===== src/rtl/lmcfb_pkg.sv =====
`timescale 1ns / 1ps
`default_nettype none

package lmcfb_pkg;

   localparam int COLS_PER_DEV = 8;
   localparam int ROW_BITS     = COLS_PER_DEV * 8;

   typedef enum logic [1:0] {
      ACT_WRITE = 2'd0,
      ACT_SHIFT = 2'd1,
      ACT_CLEAR = 2'd2,
      ACT_BCAST = 2'd3
   } action_type;

   typedef enum logic [2:0] {
      ST_IDLE,
      ST_WR_READ,
      ST_WR_WRITE,
      ST_SH_READ,
      ST_SH_WRITE,
      ST_REF_READ,
      ST_REF_EMIT
   } state_type;

   typedef struct packed {
      action_type  action;
      logic [4:0]  column_index;
      logic [7:0]  data_byte;
      logic [3:0]  reg_address;
   } req_item_type;

   typedef struct packed {
      logic [1:0]  target_device;
      logic [3:0]  word_address;
      logic [7:0]  word_data;
      logic        broadcast;
      logic        last;
   } rsp_item_type;

   typedef struct packed {
      logic rd_en;
      logic wr_en;
      logic clr_all;
   } mem_ctl_type;

endpackage

`default_nettype wire


===== src/rtl/lmcfb_store.sv =====
`timescale 1ns / 1ps
`default_nettype none

module lmcfb_store #(
   parameter int  DEVICE_COUNT = 4,
   localparam int DEV_W        = (DEVICE_COUNT > 1) ? $clog2(DEVICE_COUNT) : 1
) (
   input  wire                          clock,
   input  wire                          reset,
   input  lmcfb_pkg::mem_ctl_type       ctl,
   input  wire  [DEV_W-1:0]             rd_addr,
   input  wire  [DEV_W-1:0]             wr_addr,
   input  wire  [lmcfb_pkg::ROW_BITS-1:0] wr_data,
   output logic [lmcfb_pkg::ROW_BITS-1:0] rd_data
);

   // One entry per device: eight column bytes, column 0 of the device lowest.
   logic [lmcfb_pkg::ROW_BITS-1:0] mem [DEVICE_COUNT];
   logic [DEVICE_COUNT-1:0]        valid_ff;
   logic [lmcfb_pkg::ROW_BITS-1:0] rdata_ff;
   logic                           rvalid_ff;

   always_ff @(posedge clock) begin
      if (ctl.wr_en) begin
         mem[wr_addr] <= wr_data;
      end
      if (ctl.rd_en) begin
         rdata_ff <= mem[rd_addr];
      end
   end

   // An entry never written since reset or the last clear reads as zero.
   always_ff @(posedge clock) begin
      if (reset || ctl.clr_all) begin
         valid_ff <= '0;
      end else if (ctl.wr_en) begin
         valid_ff[wr_addr] <= 1'b1;
      end
   end

   always_ff @(posedge clock) begin
      if (reset) begin
         rvalid_ff <= 1'b0;
      end else if (ctl.rd_en) begin
         rvalid_ff <= valid_ff[rd_addr] && !ctl.clr_all;
      end
   end

   assign rd_data = rvalid_ff ? rdata_ff : '0;

endmodule

`default_nettype wire


===== src/rtl/lmcfb_seq.sv =====
`timescale 1ns / 1ps
`default_nettype none

module lmcfb_seq #(
   parameter int  DEVICE_COUNT = 4,
   localparam int DEV_W        = (DEVICE_COUNT > 1) ? $clog2(DEVICE_COUNT) : 1
) (
   input  wire                            clock,
   input  wire                            reset,
   input  wire                            start,
   output logic                           busy,
   input  lmcfb_pkg::req_item_type        req_item,
   output logic                           rsp_valid,
   output lmcfb_pkg::rsp_item_type        rsp_item,
   output lmcfb_pkg::mem_ctl_type         mem_ctl,
   output logic [DEV_W-1:0]               rd_addr,
   output logic [DEV_W-1:0]               wr_addr,
   output logic [lmcfb_pkg::ROW_BITS-1:0] wr_data,
   input  wire  [lmcfb_pkg::ROW_BITS-1:0] rd_data
);

   localparam logic [6:0] TOTAL_COLS = 7'(DEVICE_COUNT * lmcfb_pkg::COLS_PER_DEV);
   localparam logic [DEV_W-1:0] LAST_DEV = DEV_W'(DEVICE_COUNT - 1);

   lmcfb_pkg::state_type     state_ff, state_in;
   lmcfb_pkg::req_item_type  item_ff, item_in;
   logic [DEV_W-1:0]         dev_ff, dev_in;
   logic [2:0]               row_ff, row_in;
   logic [7:0]               carry_ff, carry_in;
   logic                     rsp_valid_ff, rsp_valid_in;
   lmcfb_pkg::rsp_item_type  rsp_ff, rsp_in;

   logic                     accept;
   logic                     idx_in_range;
   logic [DEV_W-1:0]         idx_dev;
   logic [DEV_W-1:0]         dev_next;
   logic [lmcfb_pkg::ROW_BITS-1:0] merged;
   logic [7:0]               row_byte;

   assign accept       = start && (state_ff == lmcfb_pkg::ST_IDLE);
   assign busy         = (state_ff != lmcfb_pkg::ST_IDLE);
   assign idx_in_range = ({2'b00, req_item.column_index} < TOTAL_COLS);
   assign idx_dev      = DEV_W'(item_ff.column_index >> 3);
   assign dev_next     = DEV_W'(dev_ff + 1'b1);

   // Column byte replaced in place for a single-column write.
   always_comb begin
      merged = rd_data;
      for (int k = 0; k < lmcfb_pkg::COLS_PER_DEV; k++) begin
         if (3'(k) == item_ff.column_index[2:0]) begin
            merged[8*k +: 8] = item_ff.data_byte;
         end
      end
   end

   // Row j of a device takes bit j of each column, column order reversed.
   always_comb begin
      row_byte = '0;
      for (int k = 0; k < lmcfb_pkg::COLS_PER_DEV; k++) begin
         row_byte[7-k] = rd_data[8*k + int'(row_ff)];
      end
   end

   always_comb begin
      state_in = state_ff;
      unique case (state_ff)
         lmcfb_pkg::ST_IDLE: begin
            if (accept) begin
               unique case (req_item.action)
                  lmcfb_pkg::ACT_WRITE: begin
                     state_in = idx_in_range ? lmcfb_pkg::ST_WR_READ
                                             : lmcfb_pkg::ST_REF_READ;
                  end
                  lmcfb_pkg::ACT_SHIFT: state_in = lmcfb_pkg::ST_SH_READ;
                  lmcfb_pkg::ACT_CLEAR: state_in = lmcfb_pkg::ST_REF_READ;
                  lmcfb_pkg::ACT_BCAST: state_in = lmcfb_pkg::ST_IDLE;
                  default:              state_in = lmcfb_pkg::ST_IDLE;
               endcase
            end
         end
         lmcfb_pkg::ST_WR_READ:  state_in = lmcfb_pkg::ST_WR_WRITE;
         lmcfb_pkg::ST_WR_WRITE: state_in = lmcfb_pkg::ST_REF_READ;
         lmcfb_pkg::ST_SH_READ:  state_in = lmcfb_pkg::ST_SH_WRITE;
         lmcfb_pkg::ST_SH_WRITE: begin
            state_in = (dev_ff == LAST_DEV) ? lmcfb_pkg::ST_REF_READ
                                            : lmcfb_pkg::ST_SH_READ;
         end
         lmcfb_pkg::ST_REF_READ: state_in = lmcfb_pkg::ST_REF_EMIT;
         lmcfb_pkg::ST_REF_EMIT: begin
            if (row_ff == 3'd7 && dev_ff == LAST_DEV) begin
               state_in = lmcfb_pkg::ST_IDLE;
            end
         end
         default: state_in = lmcfb_pkg::ST_IDLE;
      endcase
   end

   always_comb begin
      item_in      = item_ff;
      dev_in       = dev_ff;
      row_in       = row_ff;
      carry_in     = carry_ff;
      rsp_valid_in = 1'b0;
      rsp_in       = rsp_ff;
      mem_ctl      = '0;
      rd_addr      = dev_ff;
      wr_addr      = dev_ff;
      wr_data      = merged;
      unique case (state_ff)
         lmcfb_pkg::ST_IDLE: begin
            if (accept) begin
               item_in  = req_item;
               dev_in   = '0;
               row_in   = '0;
               carry_in = '0;
               if (req_item.action == lmcfb_pkg::ACT_CLEAR) begin
                  mem_ctl.clr_all = 1'b1;
               end
               if (req_item.action == lmcfb_pkg::ACT_BCAST) begin
                  rsp_valid_in         = 1'b1;
                  rsp_in.target_device = '0;
                  rsp_in.word_address  = req_item.reg_address;
                  rsp_in.word_data     = req_item.data_byte;
                  rsp_in.broadcast     = 1'b1;
                  rsp_in.last          = 1'b1;
               end
            end
         end
         lmcfb_pkg::ST_WR_READ: begin
            mem_ctl.rd_en = 1'b1;
            rd_addr       = idx_dev;
         end
         lmcfb_pkg::ST_WR_WRITE: begin
            mem_ctl.wr_en = 1'b1;
            wr_addr       = idx_dev;
            wr_data       = merged;
         end
         lmcfb_pkg::ST_SH_READ: begin
            mem_ctl.rd_en = 1'b1;
         end
         lmcfb_pkg::ST_SH_WRITE: begin
            // The top column of each device carries into the next device.
            mem_ctl.wr_en = 1'b1;
            wr_data       = {rd_data[lmcfb_pkg::ROW_BITS-9:0], carry_ff};
            carry_in      = rd_data[lmcfb_pkg::ROW_BITS-1 -: 8];
            dev_in        = (dev_ff == LAST_DEV) ? '0 : dev_next;
         end
         lmcfb_pkg::ST_REF_READ: begin
            mem_ctl.rd_en = 1'b1;
            row_in        = '0;
         end
         lmcfb_pkg::ST_REF_EMIT: begin
            rsp_valid_in         = 1'b1;
            rsp_in.target_device = 2'(dev_ff);
            rsp_in.word_address  = 4'(row_ff) + 4'd1;
            rsp_in.word_data     = row_byte;
            rsp_in.broadcast     = 1'b0;
            rsp_in.last          = (row_ff == 3'd7) && (dev_ff == LAST_DEV);
            row_in               = row_ff + 3'd1;
            // Fetch the next device during its predecessor's last row.
            if (row_ff == 3'd7 && dev_ff != LAST_DEV) begin
               mem_ctl.rd_en = 1'b1;
               rd_addr       = dev_next;
               dev_in        = dev_next;
            end
         end
         default: begin
            mem_ctl = '0;
         end
      endcase
   end

   always_ff @(posedge clock) begin
      if (reset) begin
         state_ff     <= lmcfb_pkg::ST_IDLE;
         dev_ff       <= '0;
         row_ff       <= '0;
         rsp_valid_ff <= 1'b0;
      end else begin
         state_ff     <= state_in;
         dev_ff       <= dev_in;
         row_ff       <= row_in;
         rsp_valid_ff <= rsp_valid_in;
      end
   end

   always_ff @(posedge clock) begin
      item_ff  <= item_in;
      carry_ff <= carry_in;
      rsp_ff   <= rsp_in;
   end

   assign rsp_valid = rsp_valid_ff;
   assign rsp_item  = rsp_ff;

endmodule

`default_nettype wire


===== src/rtl/led_matrix_chain_frame_builder_unit.sv =====
`timescale 1ns / 1ps
`default_nettype none

// Frame builder for a daisy chain of 8x8 LED matrix drivers.
// A command is taken on req_item when start is high and busy is low. Actions
// write one column, shift all columns up by one, clear all columns, or
// broadcast one register word to every device.
// Write, shift and clear end with a refresh: one chain frame per display row,
// 8*DEVICE_COUNT frames, each shown on rsp_item for one cycle with rsp_valid
// high; the final frame of a command has last set.
// The column store is one memory entry per device with a registered read.
// A refresh reads one entry per device and streams its eight rows, one frame
// per cycle; the next entry is fetched during the last row, so frames are
// back to back. Before the refresh, a write reads and writes back the entry
// of its column (no access when the column lies beyond the chain), and a
// shift reads and writes back each entry in turn, carrying between devices;
// a clear goes straight to the refresh. The store has a single read port and a
// single write port. A broadcast gives its frame the next cycle and keeps busy
// low. Reset empties the store through per-entry valid bits, so no clearing
// pass is needed. The receiver cannot stall; frames are not held.

module led_matrix_chain_frame_builder_unit #(
   parameter int DEVICE_COUNT = 4
) (
   input  wire                      clock,
   input  wire                      reset,
   input  wire                      start,
   output logic                     busy,
   input  lmcfb_pkg::req_item_type  req_item,
   output logic                     rsp_valid,
   output lmcfb_pkg::rsp_item_type  rsp_item
);

   localparam int DEV_W = (DEVICE_COUNT > 1) ? $clog2(DEVICE_COUNT) : 1;

   lmcfb_pkg::mem_ctl_type         mem_ctl;
   logic [DEV_W-1:0]               rd_addr;
   logic [DEV_W-1:0]               wr_addr;
   logic [lmcfb_pkg::ROW_BITS-1:0] wr_data;
   logic [lmcfb_pkg::ROW_BITS-1:0] rd_data;

   lmcfb_seq #(
      .DEVICE_COUNT(DEVICE_COUNT)
   ) u_seq (
      .clock     (clock),
      .reset     (reset),
      .start     (start),
      .busy      (busy),
      .req_item  (req_item),
      .rsp_valid (rsp_valid),
      .rsp_item  (rsp_item),
      .mem_ctl   (mem_ctl),
      .rd_addr   (rd_addr),
      .wr_addr   (wr_addr),
      .wr_data   (wr_data),
      .rd_data   (rd_data)
   );

   lmcfb_store #(
      .DEVICE_COUNT(DEVICE_COUNT)
   ) u_store (
      .clock   (clock),
      .reset   (reset),
      .ctl     (mem_ctl),
      .rd_addr (rd_addr),
      .wr_addr (wr_addr),
      .wr_data (wr_data),
      .rd_data (rd_data)
   );

endmodule

`default_nettype wire


===== config.mk =====
export PLATFORM = sky130hd
export DESIGN_NAME = led_matrix_chain_frame_builder_unit
export DESIGN_NICKNAME = d
export VERILOG_FILES = /design/src/rtl/lmcfb_pkg.sv /design/src/rtl/lmcfb_store.sv /design/src/rtl/lmcfb_seq.sv /design/src/rtl/led_matrix_chain_frame_builder_unit.sv
export SDC_FILE = /design/constraint.sdc
export NUM_CORES = 1
export LEC_CHECK = 0
export BUFFER_PORTS_ARGS = -buffer_cell sky130_fd_sc_hd__buf_2
export CAP_MARGIN = 20
export CORE_MARGIN = 2
export CORE_UTILIZATION = 67
export CTS_BUF_LIST = sky130_fd_sc_hd__clkbuf_16
export DETAILED_ROUTE_END_ITERATION = 16
export PLACE_DENSITY = 0.85
export SLEW_MARGIN = 20
export SYNTH_ARGS = -nofsm -noshare
export SYNTH_HDL_FRONTEND = slang
export SYNTH_SLANG_ARGS = --single-unit

===== constraint.sdc =====
create_clock -name clock -period 13.99 [get_ports clock]
set_clock_uncertainty 0.15 [all_clocks]
set_input_delay 2.798 -clock clock [delete_from_list [all_inputs] [get_ports clock]]
set_output_delay 2.798 -clock clock [all_outputs]
set_load 0.03 [all_outputs]

==> run_results.csv <==
group,metric,value,unit
detailed_routing,dr.pass1.iters,6,
detailed_routing,via_per_inst,6.82,
setup_path,start_kind,"flop",
setup_path,crit_chain,"nor2_1 -> nand2_1 -> buf_2",
cells_and_area,num-fill-cells,1378,
synth,synth_top_cell_area_share,67.9,%
sta,setup_violations,0,
cells_and_area,regArea,0.0110,mm²
power,swShare,26.7,%
cells_and_area,multi_input_area,0.00443,mm²
setup_path,worstSetupEndpointType,"output pin",
flow_run,drv_cap,0,
grt,grt_pass1_vias,9084,
setup_path,r2r-start,"u_seq.row_ff[2]",
clock_tree,cts-resized-gates,0,
grt,grtUsageTotal,28.7,%
grt,antenna_found_initial,0,
synth,synth_area_leader_cell,"edfxtp_1",
clock_tree,cts.sinks,371,
synth,synth_flop_cell,"edfxtp_1",
synth,synth.cell_area,0.0158,mm²
setup_path,max_stage_delay,770,ps
clock_tree,insertion_delay,520,ps
sta,hold_ws,318,ps
setup_path,cp_slowest_cell,"dfxtp_1",
detailed_routing,wire_per_inst,26.2,µm
power,combPwrFrac,16.4,%
clock_tree,cts_max_path_buffers,3,
synth,avgSynthCellArea,16.5,µm²
synth,synthArstFlopShare,0,%
setup_path,startpoint,"u_seq.state_ff[0]",
die,core_area,0.0233,mm²
grt,grt-ovfl-total,0,
power,peakVddDrop,0.000186,V
synth,synth-edff-count,357,
sta,fin_crit_sh,34.2,%
setup_path,crit_family,"flip-flops",
clock_tree,cts.clk_slew.worst_paths,60,ps
setup_path,critical_path_buf_inv_count,1,
die,die_w,157,µm
synth,ys_types,47,
sta,tightest_slew,1080,ps
die,ioPinCount,40,
synth,seq_area_frac_synth,69.7,%
detailed_routing,ant_nets,0,
detailed_routing,drc,0,
synth,synth_cells,957,
cells_and_area,drive_above_1_share,12.7,%
setup_path,cp.arrival,1840,ps
synth,synth_commonest_cells,"edfxtp_1 (357), mux2i_1 (202), a22o_1 (112), nand2_1 (38), nor2_1 (27)",
setup_path,cp_max_fo,22,
sta,slew_headroom,27.3,%
sta,setup_tns,0,ps
synth,ys_warn_count,0,
sta,hold_violations,0,
clock_tree,cts_tree,"yes",
power,power.switching,0.000746,W
cells_and_area,areaGrowthSynthToFinish,9.03,%
detailed_routing,drt-initial-drc-count,1314,
die,start_util,67.8,%
sta,period_minus_slack,4790,ps
clock_tree,cts_buffers,36,
setup_path,required,11040,ps
detailed_routing,dr_total_vias,9043,
sta,max_freq,209,MHz
grt,grt_pass1_wl,52100,µm
clock_tree,hold_buffers,0,
die,fp.dieH,157,µm
status,status,"complete, no violations",
synth,ys_top_cells_by_area,"edfxtp_1 (68%), mux2i_1 (13%), a22o_1 (6.2%), mux4_2 (2.3%), dfxtp_1 (1.8%)",
clock_tree,cts-root-buf,"clkbuf_16",
synth,syn_nets,982,
die,die_area,0.0248,mm²
clock_tree,cts_setup_buffers,0,
place,routabilityCongestion,0.810,
power,power_density,163,mW/mm²
sta,drv_slew,0,
place,numPortBuffers,39,
place,post-dp-hpwl,18700,µm
worst_hold_path,hold_path.class,"reg -> reg",
detailed_routing,wirelength,34700,µm
worst_hold_path,hold_start,"u_store.valid_ff[3]",
synth,synth_most_common_cell,"edfxtp_1",
die,rows,56,
power,p_int,0.00205,W
cells_and_area,antenna-diode-count,0,
sta,rsz0062_at_grt,"no",
setup_path,critPathKind,"reg -> out",
cells_and_area,nNetsFinal,1006,
grt,grt_max_degree,75,
synth,synth-seq-cells,371,
power,pwr-share-seq,52.2,%
power,power_leakage,6.16,nW
clock_tree,htree_levels,2,
power,clkPwrFrac,31.4,%
[flip-flops by register name (all words and copies together), names as in the netlist, 2 cells and up]
name              count
u_seq.rsp_item       16
u_seq.row_ff          3
u_seq.dev_ff          2
u_store.mem         256
u_seq.state_ff        3
u_seq.item_ff        11
u_seq.carry_ff        8
u_seq.idx_dev         2
u_store.valid_ff      4
u_store.rdata_ff     64
[layer usage]
layer / up-vias / global-route usage, % / wire length (µm)
met3: 122 / 6.58 / 3760
met5: - / 0 / 0
met4: 0 / 13.4 / 1530
met1: 4496 / 37.6 / 12800
met2: 559 / 46.3 / 16700
li1: 3866 / - / -
[worst register-to-register path: stages (launching register included)]
cell and delay, ps:
dfxtp_1 920, ha_1 370, nand2b_1 160, nor2_4 160, o311a_4 480, buf_4 840, mux2i_1 420, mux2i_1 130
[power by group through the flow]
| stage | sequential [W] | combinational [W] | clock (W) |
|---|---|---|---|
| 6_report | 0.00146 | 0.000459 | 0.000879 |
| 4_1_cts | 0.00145 | 0.000458 | 0.000887 |
| 5_1_grt | 0.00146 | 0.000492 | 0.000924 |
| 3_5_place_dp | 0.00147 | 0.000450 | 0 |
| 3_3_place_gp | 0.00147 | 0.000433 | 0 |
| 2_1_floorplan | 0.00144 | 0.000365 | 0 |
[stage by stage]
| stage | total power, W | util, % | instances | setup slack (ps) | cell area (µm²) |
|---|---|---|---|---|---|
| 2_1_floorplan | 0.00180 | - | 957 | 7570 | 15800 |
| 3_3_place_gp | 0.00190 | 69.4 | 1262 | 9380 | 16100 |
| 3_5_place_dp | 0.00192 | 69.4 | 1262 | 9300 | 16100 |
| 4_1_cts | 0.00280 | 73.9 | 1326 | 9210 | 17200 |
| 5_1_grt | 0.00288 | 74.0 | 1326 | 9080 | 17200 |
| 6_report | 0.00280 | 74.0 | 1326 | 9200 | 17200 |
[logic make-up (layout without fill, tap and decap cells)]
kind of cell               after synthesis  count (layout)  share of synthesized area [%]
AOI/OAI and AO/OA                      171             171                           8.56
xor gates and xnor gates                 1               1                         0.0555
adders and majority gates                3               3                          0.238
buffers and inverters                   72             122                           2.50
DFF                                    371             371                           69.7
muxes                                  218             218                           15.1
and+or+nand+nor                        121             121                           3.85
[path summary, 6_finish.rpt]
check | to | slack [ps] | depth (start not counted)
worst min register to register | u_store.valid_ff[3] | 320 | 1
worst max-delay path | busy | 9200 | 3
worst max register to register | u_store.rdata_ff[43] | 10100 | 7
worst min-delay path | u_store.valid_ff[3] | 320 | 1
[layout by cell type (no fill, tap or decap), drive strengths merged, types with 4 or more instances in the layout]
cell type,n
edfxtp,357
mux2i,202
a22o,112
buf,50
nand2,38
clkbuf,37
nor2,29
inv,20
mux4,16
o21ai,16
a31oi,14
dfxtp,14
clkinv,14
nand3,12
a21oi,9
and3,8
nand2b,7
nor3,6
and2,6
o21a,5
nor2b,4
[cell type report]
class	count	share of cell area, %
tap	319	2.32
sequential	371	64.0
clock inverter	27	0.778
clock buffer	37	5.38
timing repair buffer	50	1.61
inverter	8	0.189
multi-input combinational	514	25.8
No activity file was read; power rests on OpenSTA's default activity.
